File: config.mk
export PLATFORM = sky130hd
export DESIGN_NAME = pwm_duty_frequency_meter
export DESIGN_NICKNAME = d
export VERILOG_FILES = /design/src/rtl/core/pdfm_pkg.sv /design/src/rtl/core/pwm_duty_frequency_meter.sv /design/src/rtl/core/pdfm_div.sv /design/src/rtl/core/pdfm_datapath.sv /design/src/rtl/core/pdfm_ctrl.sv
export SDC_FILE = /design/constraint.sdc
export NUM_CORES = 2
export LEC_CHECK = 0
export ABC_AREA = 1
export BUFFER_PORTS_ARGS = -buffer_cell sky130_fd_sc_hd__buf_2
export CAP_MARGIN = 25
export CORE_ASPECT_RATIO = 0.7
export CORE_MARGIN = 5
export CORE_UTILIZATION = 60
export DETAILED_ROUTE_END_ITERATION = 12
export PLACE_DENSITY_LB_ADDON = 0.15
export SYNTH_ARGS = -nofsm -noshare
export SYNTH_HDL_FRONTEND = slang
export SYNTH_SLANG_ARGS = --single-unit
File: constraint.sdc
create_clock -name i_clk -period 8 [get_ports i_clk]
set_input_delay 1.6 -clock i_clk [delete_from_list [all_inputs] [get_ports i_clk]]
set_output_delay 1.6 -clock i_clk [all_outputs]
set_load 0.1 [all_outputs]
File: src/rtl/core/pdfm_pkg.sv
// pwm duty and frequency meter: shared constants, word types and control structs
// used by every module of the meter; depends on nothing
`timescale 1ns / 1ps

package pdfm_pkg;

    // window and field sizes
    localparam int WINDOW_PAIRS = 16;
    localparam int TIME_W       = 32;
    localparam int SUM_W        = 48;
    localparam int COUNT_W      = 8;
    localparam int CLOCK_W      = 28;
    localparam int PERIOD_W     = 32;
    localparam int DUTY_W       = 14;
    localparam int TICKS_W      = TIME_W + 1;

    // constant factors
    localparam int NS_W  = 30;
    localparam int PROD_NS_W   = TICKS_W + NS_W;
    localparam int PROD_DUTY_W = TIME_W + DUTY_W;
    localparam logic [NS_W-1:0]    NS_PER_SECOND = NS_W'(1000000000);
    localparam logic [DUTY_W-1:0]  DUTY_SCALE    = DUTY_W'(10000);
    localparam logic [CLOCK_W-1:0] CLOCK_HZ_RESET = CLOCK_W'(120000000);
    localparam logic [COUNT_W-1:0] LAST_PAIR     = COUNT_W'(WINDOW_PAIRS - 1);

    // serial divider sizes
    localparam int DIV_NUM_W = 64;
    localparam int DIV_DEN_W = TICKS_W;
    localparam int DIV_CNT_W = $clog2(DIV_NUM_W);
    localparam logic [DIV_CNT_W-1:0] DIV_LAST_STEP = DIV_CNT_W'(DIV_NUM_W - 1);

    // input word: one captured edge pair
    typedef struct packed {
        logic [TIME_W-1:0] rise_time;
        logic [TIME_W-1:0] fall_time;
    } t_in_word;

    // output word: one window result
    typedef struct packed {
        logic [PERIOD_W-1:0] period_ns;
        logic [CLOCK_W-1:0]  frequency_hz;
        logic [DUTY_W-1:0]   duty_hundredths;
        logic                no_signal;
    } t_out_word;

    // divide operations run at window end
    typedef enum logic [2:0] {
        OP_AVG_HIGH = 3'd0,
        OP_AVG_LOW  = 3'd1,
        OP_PERIOD   = 3'd2,
        OP_FREQ     = 3'd3,
        OP_DUTY     = 3'd4
    } t_div_op;

    // controller to datapath
    typedef struct packed {
        logic    accept;
        logic    init;
        logic    div_start;
        t_div_op div_op;
        logic    sum_ticks;
        logic    mul;
        logic    load;
    } t_ctrl_cmd;

    // datapath to controller
    typedef struct packed {
        logic window_end;
        logic high_zero;
        logic low_zero;
        logic clock_zero;
        logic div_done;
    } t_dp_status;

endpackage

File: src/rtl/core/pwm_duty_frequency_meter.sv
// pwm duty meter top: one edge pair per word; a word that does not close a window
// is taken without a stall, and the input stalls only for window-end processing.
// the closing word gives its result after up to five divides on one shared serial
// divider, the tick sum and product steps, and a load that waits for the output
// to be free; the input accepts again the cycle after the result loads.
// reset is synchronous, active low; it clears the sums, the last fall time and
// the output valid, and sets the timer clock register to 120 MHz
`timescale 1ns / 1ps

module pwm_duty_frequency_meter (
    input  logic                           i_clk,
    input  logic                           i_rst_n,
    input  logic                           i_in_valid,
    output logic                           o_in_stall,
    input  pdfm_pkg::t_in_word             i_in_word,
    output logic                           o_out_valid,
    input  logic                           i_out_stall,
    output pdfm_pkg::t_out_word            o_out_word,
    input  logic                           i_cfg_we,
    input  logic [pdfm_pkg::CLOCK_W-1:0]   i_cfg_data
);
    import pdfm_pkg::*;

    t_ctrl_cmd  cmd;
    t_dp_status status;

    // sequencing and handshakes
    pdfm_ctrl u_ctrl (
        .i_clk       (i_clk),
        .i_rst_n     (i_rst_n),
        .i_in_valid  (i_in_valid),
        .o_in_stall  (o_in_stall),
        .o_out_valid (o_out_valid),
        .i_out_stall (i_out_stall),
        .i_status    (status),
        .o_cmd       (cmd)
    );

    // sums, divider and result word
    pdfm_datapath u_dp (
        .i_clk      (i_clk),
        .i_rst_n    (i_rst_n),
        .i_cmd      (cmd),
        .i_in_word  (i_in_word),
        .i_cfg_we   (i_cfg_we),
        .i_cfg_data (i_cfg_data),
        .o_status   (status),
        .o_out_word (o_out_word)
    );

endmodule

File: src/rtl/core/pdfm_div.sv
// pwm meter: restoring serial divider, one quotient bit per cycle
// depends on pdfm_pkg for operand widths
`timescale 1ns / 1ps

module pdfm_div (
    input  logic                             i_clk,
    input  logic                             i_rst_n,
    input  logic                             i_start,
    input  logic [pdfm_pkg::DIV_NUM_W-1:0]   i_numer,
    input  logic [pdfm_pkg::DIV_DEN_W-1:0]   i_denom,
    output logic                             o_done,
    output logic [pdfm_pkg::DIV_NUM_W-1:0]   o_quot
);
    import pdfm_pkg::*;

    logic [DIV_NUM_W-1:0] r_quo;
    logic [DIV_DEN_W-1:0] r_rem;
    logic [DIV_DEN_W-1:0] r_den;
    logic [DIV_CNT_W-1:0] r_cnt;
    logic                 r_busy;
    logic                 r_done;

    logic [DIV_DEN_W:0]   rem_sh;
    logic [DIV_DEN_W:0]   rem_sub;
    logic                 fits;

    // trial subtract of the shifted partial remainder
    always_comb begin
        rem_sh  = {r_rem, r_quo[DIV_NUM_W-1]};
        rem_sub = rem_sh - {1'b0, r_den};
        fits    = (rem_sh >= {1'b0, r_den});
    end

    // control: step counter and done pulse
    always_ff @(posedge i_clk) begin
        if (!i_rst_n) begin
            r_busy <= 1'b0;
            r_done <= 1'b0;
            r_cnt  <= '0;
        end else begin
            r_done <= r_busy && (r_cnt == DIV_LAST_STEP);
            if (i_start) begin
                r_busy <= 1'b1;
                r_cnt  <= '0;
            end else if (r_busy) begin
                r_cnt <= r_cnt + 1'b1;
                if (r_cnt == DIV_LAST_STEP) begin
                    r_busy <= 1'b0;
                end
            end
        end
    end

    // operands: numerator shifts out as quotient bits shift in
    always_ff @(posedge i_clk) begin
        if (i_start) begin
            r_quo <= i_numer;
            r_rem <= '0;
            r_den <= i_denom;
        end else if (r_busy) begin
            r_quo <= {r_quo[DIV_NUM_W-2:0], fits};
            r_rem <= fits ? rem_sub[DIV_DEN_W-1:0] : rem_sh[DIV_DEN_W-1:0];
        end
    end

    assign o_done = r_done;
    assign o_quot = r_quo;

endmodule

File: src/rtl/core/pdfm_datapath.sv
// pwm meter datapath: interval sums, clock register, shared divider,
// products and the output word register; depends on pdfm_pkg and pdfm_div
`timescale 1ns / 1ps

module pdfm_datapath (
    input  logic                           i_clk,
    input  logic                           i_rst_n,
    input  pdfm_pkg::t_ctrl_cmd            i_cmd,
    input  pdfm_pkg::t_in_word             i_in_word,
    input  logic                           i_cfg_we,
    input  logic [pdfm_pkg::CLOCK_W-1:0]   i_cfg_data,
    output pdfm_pkg::t_dp_status           o_status,
    output pdfm_pkg::t_out_word            o_out_word
);
    import pdfm_pkg::*;

    logic [CLOCK_W-1:0]     r_clock_hz;
    logic [TIME_W-1:0]      r_last_fall;
    logic [SUM_W-1:0]       r_high_sum;
    logic [SUM_W-1:0]       r_low_sum;
    logic [COUNT_W-1:0]     r_pair_index;
    logic [COUNT_W-1:0]     r_high_valid;
    logic [COUNT_W-1:0]     r_low_valid;

    logic [TIME_W-1:0]      r_avg_high;
    logic [TIME_W-1:0]      r_avg_low;
    logic [TICKS_W-1:0]     r_ticks;
    logic [PROD_NS_W-1:0]   r_prod_ns;
    logic [PROD_DUTY_W-1:0] r_prod_duty;
    logic [PERIOD_W-1:0]    r_period;
    logic [CLOCK_W-1:0]     r_freq;
    logic [DUTY_W-1:0]      r_duty;
    t_div_op                r_op;
    t_out_word              r_out_word;

    logic                   high_ok;
    logic                   low_ok;
    logic [TIME_W-1:0]      high_len;
    logic [TIME_W-1:0]      low_len;
    logic [DIV_NUM_W-1:0]   div_numer;
    logic [DIV_DEN_W-1:0]   div_denom;
    logic                   div_done;
    logic [DIV_NUM_W-1:0]   div_quot;
    logic                   no_signal;

    // interval checks for the incoming pair
    always_comb begin
        high_ok  = (r_pair_index != '0) && (i_in_word.fall_time > i_in_word.rise_time);
        low_ok   = (r_pair_index != '0) && (i_in_word.rise_time > r_last_fall);
        high_len = i_in_word.fall_time - i_in_word.rise_time;
        low_len  = i_in_word.rise_time - r_last_fall;
    end

    // clock register
    always_ff @(posedge i_clk) begin
        if (!i_rst_n) begin
            r_clock_hz <= CLOCK_HZ_RESET;
        end else if (i_cfg_we) begin
            r_clock_hz <= i_cfg_data;
        end
    end

    // window accumulation, cleared when the result is loaded
    always_ff @(posedge i_clk) begin
        if (!i_rst_n) begin
            r_last_fall  <= '0;
            r_high_sum   <= '0;
            r_low_sum    <= '0;
            r_pair_index <= '0;
            r_high_valid <= '0;
            r_low_valid  <= '0;
        end else if (i_cmd.load) begin
            r_high_sum   <= '0;
            r_low_sum    <= '0;
            r_pair_index <= '0;
            r_high_valid <= '0;
            r_low_valid  <= '0;
        end else if (i_cmd.accept) begin
            r_last_fall  <= i_in_word.fall_time;
            r_pair_index <= r_pair_index + 1'b1;
            if (high_ok) begin
                r_high_sum   <= r_high_sum + SUM_W'(high_len);
                r_high_valid <= r_high_valid + 1'b1;
            end
            if (low_ok) begin
                r_low_sum   <= r_low_sum + SUM_W'(low_len);
                r_low_valid <= r_low_valid + 1'b1;
            end
        end
    end

    // divider operand select
    always_comb begin
        case (i_cmd.div_op)
            OP_AVG_HIGH: begin
                div_numer = DIV_NUM_W'(r_high_sum);
                div_denom = DIV_DEN_W'(r_high_valid);
            end
            OP_AVG_LOW: begin
                div_numer = DIV_NUM_W'(r_low_sum);
                div_denom = DIV_DEN_W'(r_low_valid);
            end
            OP_PERIOD: begin
                div_numer = DIV_NUM_W'(r_prod_ns);
                div_denom = DIV_DEN_W'(r_clock_hz);
            end
            OP_FREQ: begin
                div_numer = DIV_NUM_W'(r_clock_hz);
                div_denom = r_ticks;
            end
            OP_DUTY: begin
                div_numer = DIV_NUM_W'(r_prod_duty);
                div_denom = r_ticks;
            end
            default: begin
                div_numer = '0;
                div_denom = '0;
            end
        endcase
    end

    pdfm_div u_div (
        .i_clk   (i_clk),
        .i_rst_n (i_rst_n),
        .i_start (i_cmd.div_start),
        .i_numer (div_numer),
        .i_denom (div_denom),
        .o_done  (div_done),
        .o_quot  (div_quot)
    );

    // operation tag follows the divider
    always_ff @(posedge i_clk) begin
        if (!i_rst_n) begin
            r_op <= OP_AVG_HIGH;
        end else if (i_cmd.div_start) begin
            r_op <= i_cmd.div_op;
        end
    end

    // result registers: preset for skipped divides, then filled by the divider
    always_ff @(posedge i_clk) begin
        if (i_cmd.init) begin
            r_avg_high <= '0;
            r_avg_low  <= '0;
            r_period   <= '1;
            r_freq     <= '0;
            r_duty     <= '0;
        end else if (div_done) begin
            case (r_op)
                OP_AVG_HIGH: r_avg_high <= div_quot[TIME_W-1:0];
                OP_AVG_LOW:  r_avg_low  <= div_quot[TIME_W-1:0];
                OP_PERIOD: begin
                    if (div_quot[DIV_NUM_W-1:PERIOD_W] != '0) begin
                        r_period <= '1;
                    end else begin
                        r_period <= div_quot[PERIOD_W-1:0];
                    end
                end
                OP_FREQ:     r_freq <= div_quot[CLOCK_W-1:0];
                OP_DUTY:     r_duty <= div_quot[DUTY_W-1:0];
                default:     r_duty <= r_duty;
            endcase
        end
    end

    // tick sum, then the two scaled products
    always_ff @(posedge i_clk) begin
        if (i_cmd.sum_ticks) begin
            r_ticks <= TICKS_W'(r_avg_high) + TICKS_W'(r_avg_low);
        end
        if (i_cmd.mul) begin
            r_prod_ns   <= PROD_NS_W'(r_ticks) * PROD_NS_W'(NS_PER_SECOND);
            r_prod_duty <= PROD_DUTY_W'(r_avg_high) * PROD_DUTY_W'(DUTY_SCALE);
        end
    end

    assign no_signal = (r_high_valid == '0) && (r_low_valid == '0);

    // output word register
    always_ff @(posedge i_clk) begin
        if (i_cmd.load) begin
            if (no_signal) begin
                r_out_word <= '{period_ns: '0, frequency_hz: '0, duty_hundredths: '0,
                                no_signal: 1'b1};
            end else begin
                r_out_word <= '{period_ns: r_period, frequency_hz: r_freq,
                                duty_hundredths: r_duty, no_signal: 1'b0};
            end
        end
    end

    // status to the controller
    always_comb begin
        o_status.window_end = (r_pair_index == LAST_PAIR);
        o_status.high_zero  = (r_high_valid == '0);
        o_status.low_zero   = (r_low_valid == '0);
        o_status.clock_zero = (r_clock_hz == '0);
        o_status.div_done   = div_done;
    end

    assign o_out_word = r_out_word;

endmodule

File: src/rtl/core/pdfm_ctrl.sv
// pwm meter controller: input handshake, window-end divide sequence
// and output valid; depends on pdfm_pkg
`timescale 1ns / 1ps

module pdfm_ctrl (
    input  logic                   i_clk,
    input  logic                   i_rst_n,
    input  logic                   i_in_valid,
    output logic                   o_in_stall,
    output logic                   o_out_valid,
    input  logic                   i_out_stall,
    input  pdfm_pkg::t_dp_status   i_status,
    output pdfm_pkg::t_ctrl_cmd    o_cmd
);
    import pdfm_pkg::*;

    typedef enum logic [10:0] {
        S_IDLE  = 11'b000_0000_0001,
        S_INIT  = 11'b000_0000_0010,
        S_HIGH  = 11'b000_0000_0100,
        S_LOW   = 11'b000_0000_1000,
        S_SUM   = 11'b000_0001_0000,
        S_MUL   = 11'b000_0010_0000,
        S_SCALE = 11'b000_0100_0000,
        S_PER   = 11'b000_1000_0000,
        S_FREQ  = 11'b001_0000_0000,
        S_DUTY  = 11'b010_0000_0000,
        S_OUT   = 11'b100_0000_0000
    } t_state;

    t_state    r_state;
    t_state    n_state;
    logic      r_out_valid;
    logic      n_out_valid;
    t_ctrl_cmd cmd;
    logic      out_free;

    assign out_free = !r_out_valid || !i_out_stall;

    // next state and commands
    always_comb begin
        n_state       = r_state;
        cmd           = '0;
        cmd.div_op    = OP_AVG_HIGH;
        case (r_state)
            S_IDLE: begin
                cmd.accept = i_in_valid;
                if (i_in_valid && i_status.window_end) begin
                    n_state = S_INIT;
                end
            end
            S_INIT: begin
                cmd.init = 1'b1;
                if (i_status.high_zero && i_status.low_zero) begin
                    n_state = S_OUT;
                end else if (!i_status.high_zero) begin
                    cmd.div_start = 1'b1;
                    cmd.div_op    = OP_AVG_HIGH;
                    n_state       = S_HIGH;
                end else begin
                    cmd.div_start = 1'b1;
                    cmd.div_op    = OP_AVG_LOW;
                    n_state       = S_LOW;
                end
            end
            S_HIGH: begin
                if (i_status.div_done) begin
                    if (!i_status.low_zero) begin
                        cmd.div_start = 1'b1;
                        cmd.div_op    = OP_AVG_LOW;
                        n_state       = S_LOW;
                    end else begin
                        n_state = S_SUM;
                    end
                end
            end
            S_LOW: begin
                if (i_status.div_done) begin
                    n_state = S_SUM;
                end
            end
            S_SUM: begin
                cmd.sum_ticks = 1'b1;
                n_state       = S_MUL;
            end
            S_MUL: begin
                cmd.mul = 1'b1;
                n_state = S_SCALE;
            end
            // products are registered, start the first scaled divide
            S_SCALE: begin
                cmd.div_start = 1'b1;
                if (!i_status.clock_zero) begin
                    cmd.div_op = OP_PERIOD;
                    n_state    = S_PER;
                end else begin
                    cmd.div_op = OP_DUTY;
                    n_state    = S_DUTY;
                end
            end
            S_PER: begin
                if (i_status.div_done) begin
                    cmd.div_start = 1'b1;
                    cmd.div_op    = OP_FREQ;
                    n_state       = S_FREQ;
                end
            end
            S_FREQ: begin
                if (i_status.div_done) begin
                    cmd.div_start = 1'b1;
                    cmd.div_op    = OP_DUTY;
                    n_state       = S_DUTY;
                end
            end
            S_DUTY: begin
                if (i_status.div_done) begin
                    n_state = S_OUT;
                end
            end
            S_OUT: begin
                if (out_free) begin
                    cmd.load = 1'b1;
                    n_state  = S_IDLE;
                end
            end
            default: begin
                n_state = S_IDLE;
            end
        endcase
    end

    // output valid: set on load, cleared when the word is taken
    always_comb begin
        n_out_valid = r_out_valid;
        if (cmd.load) begin
            n_out_valid = 1'b1;
        end else if (r_out_valid && !i_out_stall) begin
            n_out_valid = 1'b0;
        end
    end

    always_ff @(posedge i_clk) begin
        if (!i_rst_n) begin
            r_state     <= S_IDLE;
            r_out_valid <= 1'b0;
        end else begin
            r_state     <= n_state;
            r_out_valid <= n_out_valid;
        end
    end

    assign o_in_stall  = (r_state != S_IDLE);
    assign o_out_valid = r_out_valid;
    assign o_cmd       = cmd;

endmodule

==> results.cfg <==
[clock_tree]
cts_root_buffer = clkbuf_16
ctsLongestPathBuffers = 3
postCtsResizedCells = 0
cts_setup_buffers = 0
h-tree-depth = 3
numCtsBuffers = 73
path_clk_slew_ns = 0.08
holdBufCountCts = 0
cts.sinks = 675
cts_tree = yes
clk_latency_ns = 0.71

[place]
dp_cells = 9680
port_buffers = 173
dp.final_hpwl_um = 179000
gp_congestion = 1.10
postPlaceCellArea_sq_um = 63500

[sta]
relSlewSlack_pct = 22.7
report.final.hold_viol_count = 0
finalSetupViolations = 0
slew_viol_final = 0
tightestPinTransition_ns = 1.16
clock_skew_ns = 0.0705
fin_crit_ns = 6.77
fin_worst_hold_slack_ns = 0.460
max_freq_mhz = 148
rsz0062_at_grt = false
finalCritPeriodShare_pct = 84.7
tns_ns = 0

[floorplanning]
die_w_um = 392
initial_core_util_pct = 60.3
die_y_um = 278
die-area_sq_um = 109000
io_pins = 174
core_sq_um = 102000
rows = 98

[worst_setup_path]
r2r_slack_ns = 1.23
reg2reg_to = u_dp.r_prod_ns[58]
r2r_start = u_dp.r_ticks[17]
worstSetupEndpointType = flop
cp-start-kind = flop
startpoint = u_dp.r_ticks[17]
required_ns = 8.47
arrival_ns = 7.24
critPathKind = reg2reg
worst_r2r_path_depth = 17
critPathMaxFanout = 8

[global_routing]
grt_max_degree = 79
overflow = 0
grt_use_total_pct = 39.4
grt_pass1_wl_um = 325000
grt_antenna_before_repair = 12
first_global_vias = 52900

[drt]
drc = 0
vias_per_cell = 5.79
post_drt_wl_per_cell_um = 22.1
dr.pass1.iters = 8
antenna_left = 0
vias = 56900
wl_um = 217000
drtIter0Drc = 7362

[status]
status = complete, no violations

[yosys]
synth_enable_flop_cells = 301
ys_seq_area_share_pct = 26.9
yosys_register_bits = 675
yosys.cell_types.count = 57
ys_warn_count = 0
ys_top_cells_by_count = 1921 x nand2_1, 1724 x inv_1, 765 x nor2_1, 588 x ha_1, 446 x nand3_1
syn_avg_cell_area_sq_um = 7.41
synth_top_cell_by_area = edfxtp_1
synth_area_leaders = edfxtp_1 15%, fa_1 13%, dfxtp_1 12%
ys.flop_type = dfxtp_1
synth_top_area_share_pct = 14.7
postSynth.asyncResetShare_pct = 0
yosysMostFrequentCell = nand2_1
synthesis.instances = 8284
syn_nets = 9381
synth_area_sq_um = 61400

[cells_and_area]
final_layout_size_suffix_gt1_share_pct = 4.76
final_area_sq_um = 66100
stdcell_count = 9825
nets = 9506
area_growth_pct = 7.64

[min_path]
min_from = u_dp.r_last_fall[25]
hp-class = reg2reg
min_to = u_dp.r_last_fall[25]
min_path_cells = 2

[run]
maxCapViolations = 0
[worst max path at each step]
stage | to | slack [ns] | depth (start not counted)
floorplan | u_dp.r_high_sum[14] | 2.15 | 10
global placement | u_dp.r_prod_ns[48] | 1.39 | 21
detailed placement | u_dp.r_prod_ns[39] | 1.46 | 20
CTS | u_dp.r_prod_ns[41] | 1.41 | 21
global route | u_dp.r_prod_ns[52] | 1.00 | 25
finish | u_dp.r_prod_ns[58] | 1.23 | 17
[state kept, by name, indices dropped and copies added, names as in the netlist, 3 cells and up]
signal,flops
u_dp.r_low_sum,48
u_dp.r_op,3
u_dp.r_period,32
u_dp.r_prod_duty,42
u_dp.r_avg_low,32
u_dp.r_high_valid,8
u_dp.u_div.r_cnt,6
u_dp.r_avg_high,32
u_dp.u_div.r_den,33
u_dp.r_high_sum,48
u_dp.r_clock_hz,28
u_dp.r_prod_ns,54
u_dp.r_low_valid,8
u_dp.r_last_fall,32
u_dp.r_ticks,33
u_dp.o_out_word,75
u_dp.u_div.o_quot,64
u_dp.r_duty,14
u_dp.r_pair_index,8
u_dp.r_freq,28
u_dp.u_div.r_rem,33
u_ctrl.r_state,11
[cell type report]
type | count | area [sq um]
Inverter | 1740 | 6540
Timing Repair Buffer | 206 | 1200
Clock inverter | 40 | 500
Tap cell | 1350 | 1690
Sequential cell | 675 | 16500
Clock buffer | 96 | 1980
Fill cell | 8988 | 35700
Antenna cell | 5 | 12.5
Multi-Input combinational cell | 5713 | 37600
[layer usage]
| layer | share of wire [%] | vias up | global-route usage, % |
|---|---|---|---|
| met3 | 14 | 427 | 13.4 |
| li1 | - | 26300 | - |
| met1 | 44 | 26700 | 59.7 |
| met4 | 3.3 | 16 | 10.0 |
| met5 | 0.058 | - | 0 |
| met2 | 39 | 3386 | 53.3 |
[placed cells by master, fill, tap and decap left out, types with 28 or more instances in the layout]
master | netlist | layout
nand2_1 | 1921 | 1917
inv_1 | 1724 | 1721
nor2_1 | 765 | 761
ha_1 | 588 | 588
nand3_1 | 446 | 446
a21oi_1 | 442 | 442
o21ai_0 | 416 | 416
fa_1 | 412 | 412
dfxtp_1 | 374 | 374
edfxtp_1 | 301 | 301
buf_2 | 47 | 173
xor2_1 | 151 | 151
nand4_1 | 82 | 82
clkbuf_16 | 0 | 74
xnor2_1 | 68 | 68
nor3_1 | 66 | 66
o21bai_1 | 48 | 48
o22ai_1 | 45 | 45
o211ai_1 | 28 | 28
buf_4 | 8 | 28
[worst max-delay path: stages, from the launching register on]
cell and delay (ns):
edfxtp_1 0.78, inv_1 0.23, fa_1 0.70, fa_1 0.52, fa_1 0.44, fa_1 0.43
fa_1 0.52, inv_1 0.05, fa_1 0.43, ha_1 0.30, ha_1 0.45, a21oi_1 0.28
o21ai_0 0.15, a21oi_1 0.35, nor2_1 0.08, nor3_1 0.43, nand3_1 0.20, xor2_1 0.18
[kinds of logic (layout without fill, tap and decap cells)]
group                    Yosys count  count (layout)  synth area share (%)
other                              0               5                     0
AND/OR/NAND/NOR                 3388            3388                  22.7
XOR/XNOR                         219             219                  3.13
AO/OA/AOI/OAI                   1106            1106                  9.93
adder cells (fa/ha/maj)         1000            1000                  25.4
flip-flops                       675             675                  26.9
buffers and inverters           1896            2082                  11.8
[through the flow]
stage	utilization, %	worst slack (ns)
2_1_floorplan	-	2.15
3_5_place_dp	62.3	1.46
6_report	64.9	1.23
4_1_cts	64.8	1.41
5_1_grt	64.9	1.00
3_3_place_gp	62.3	1.39
Power is left out: the tool's default activity adds up to more than one toggle a clock period on the data nets, which glitch-free logic cannot reach.
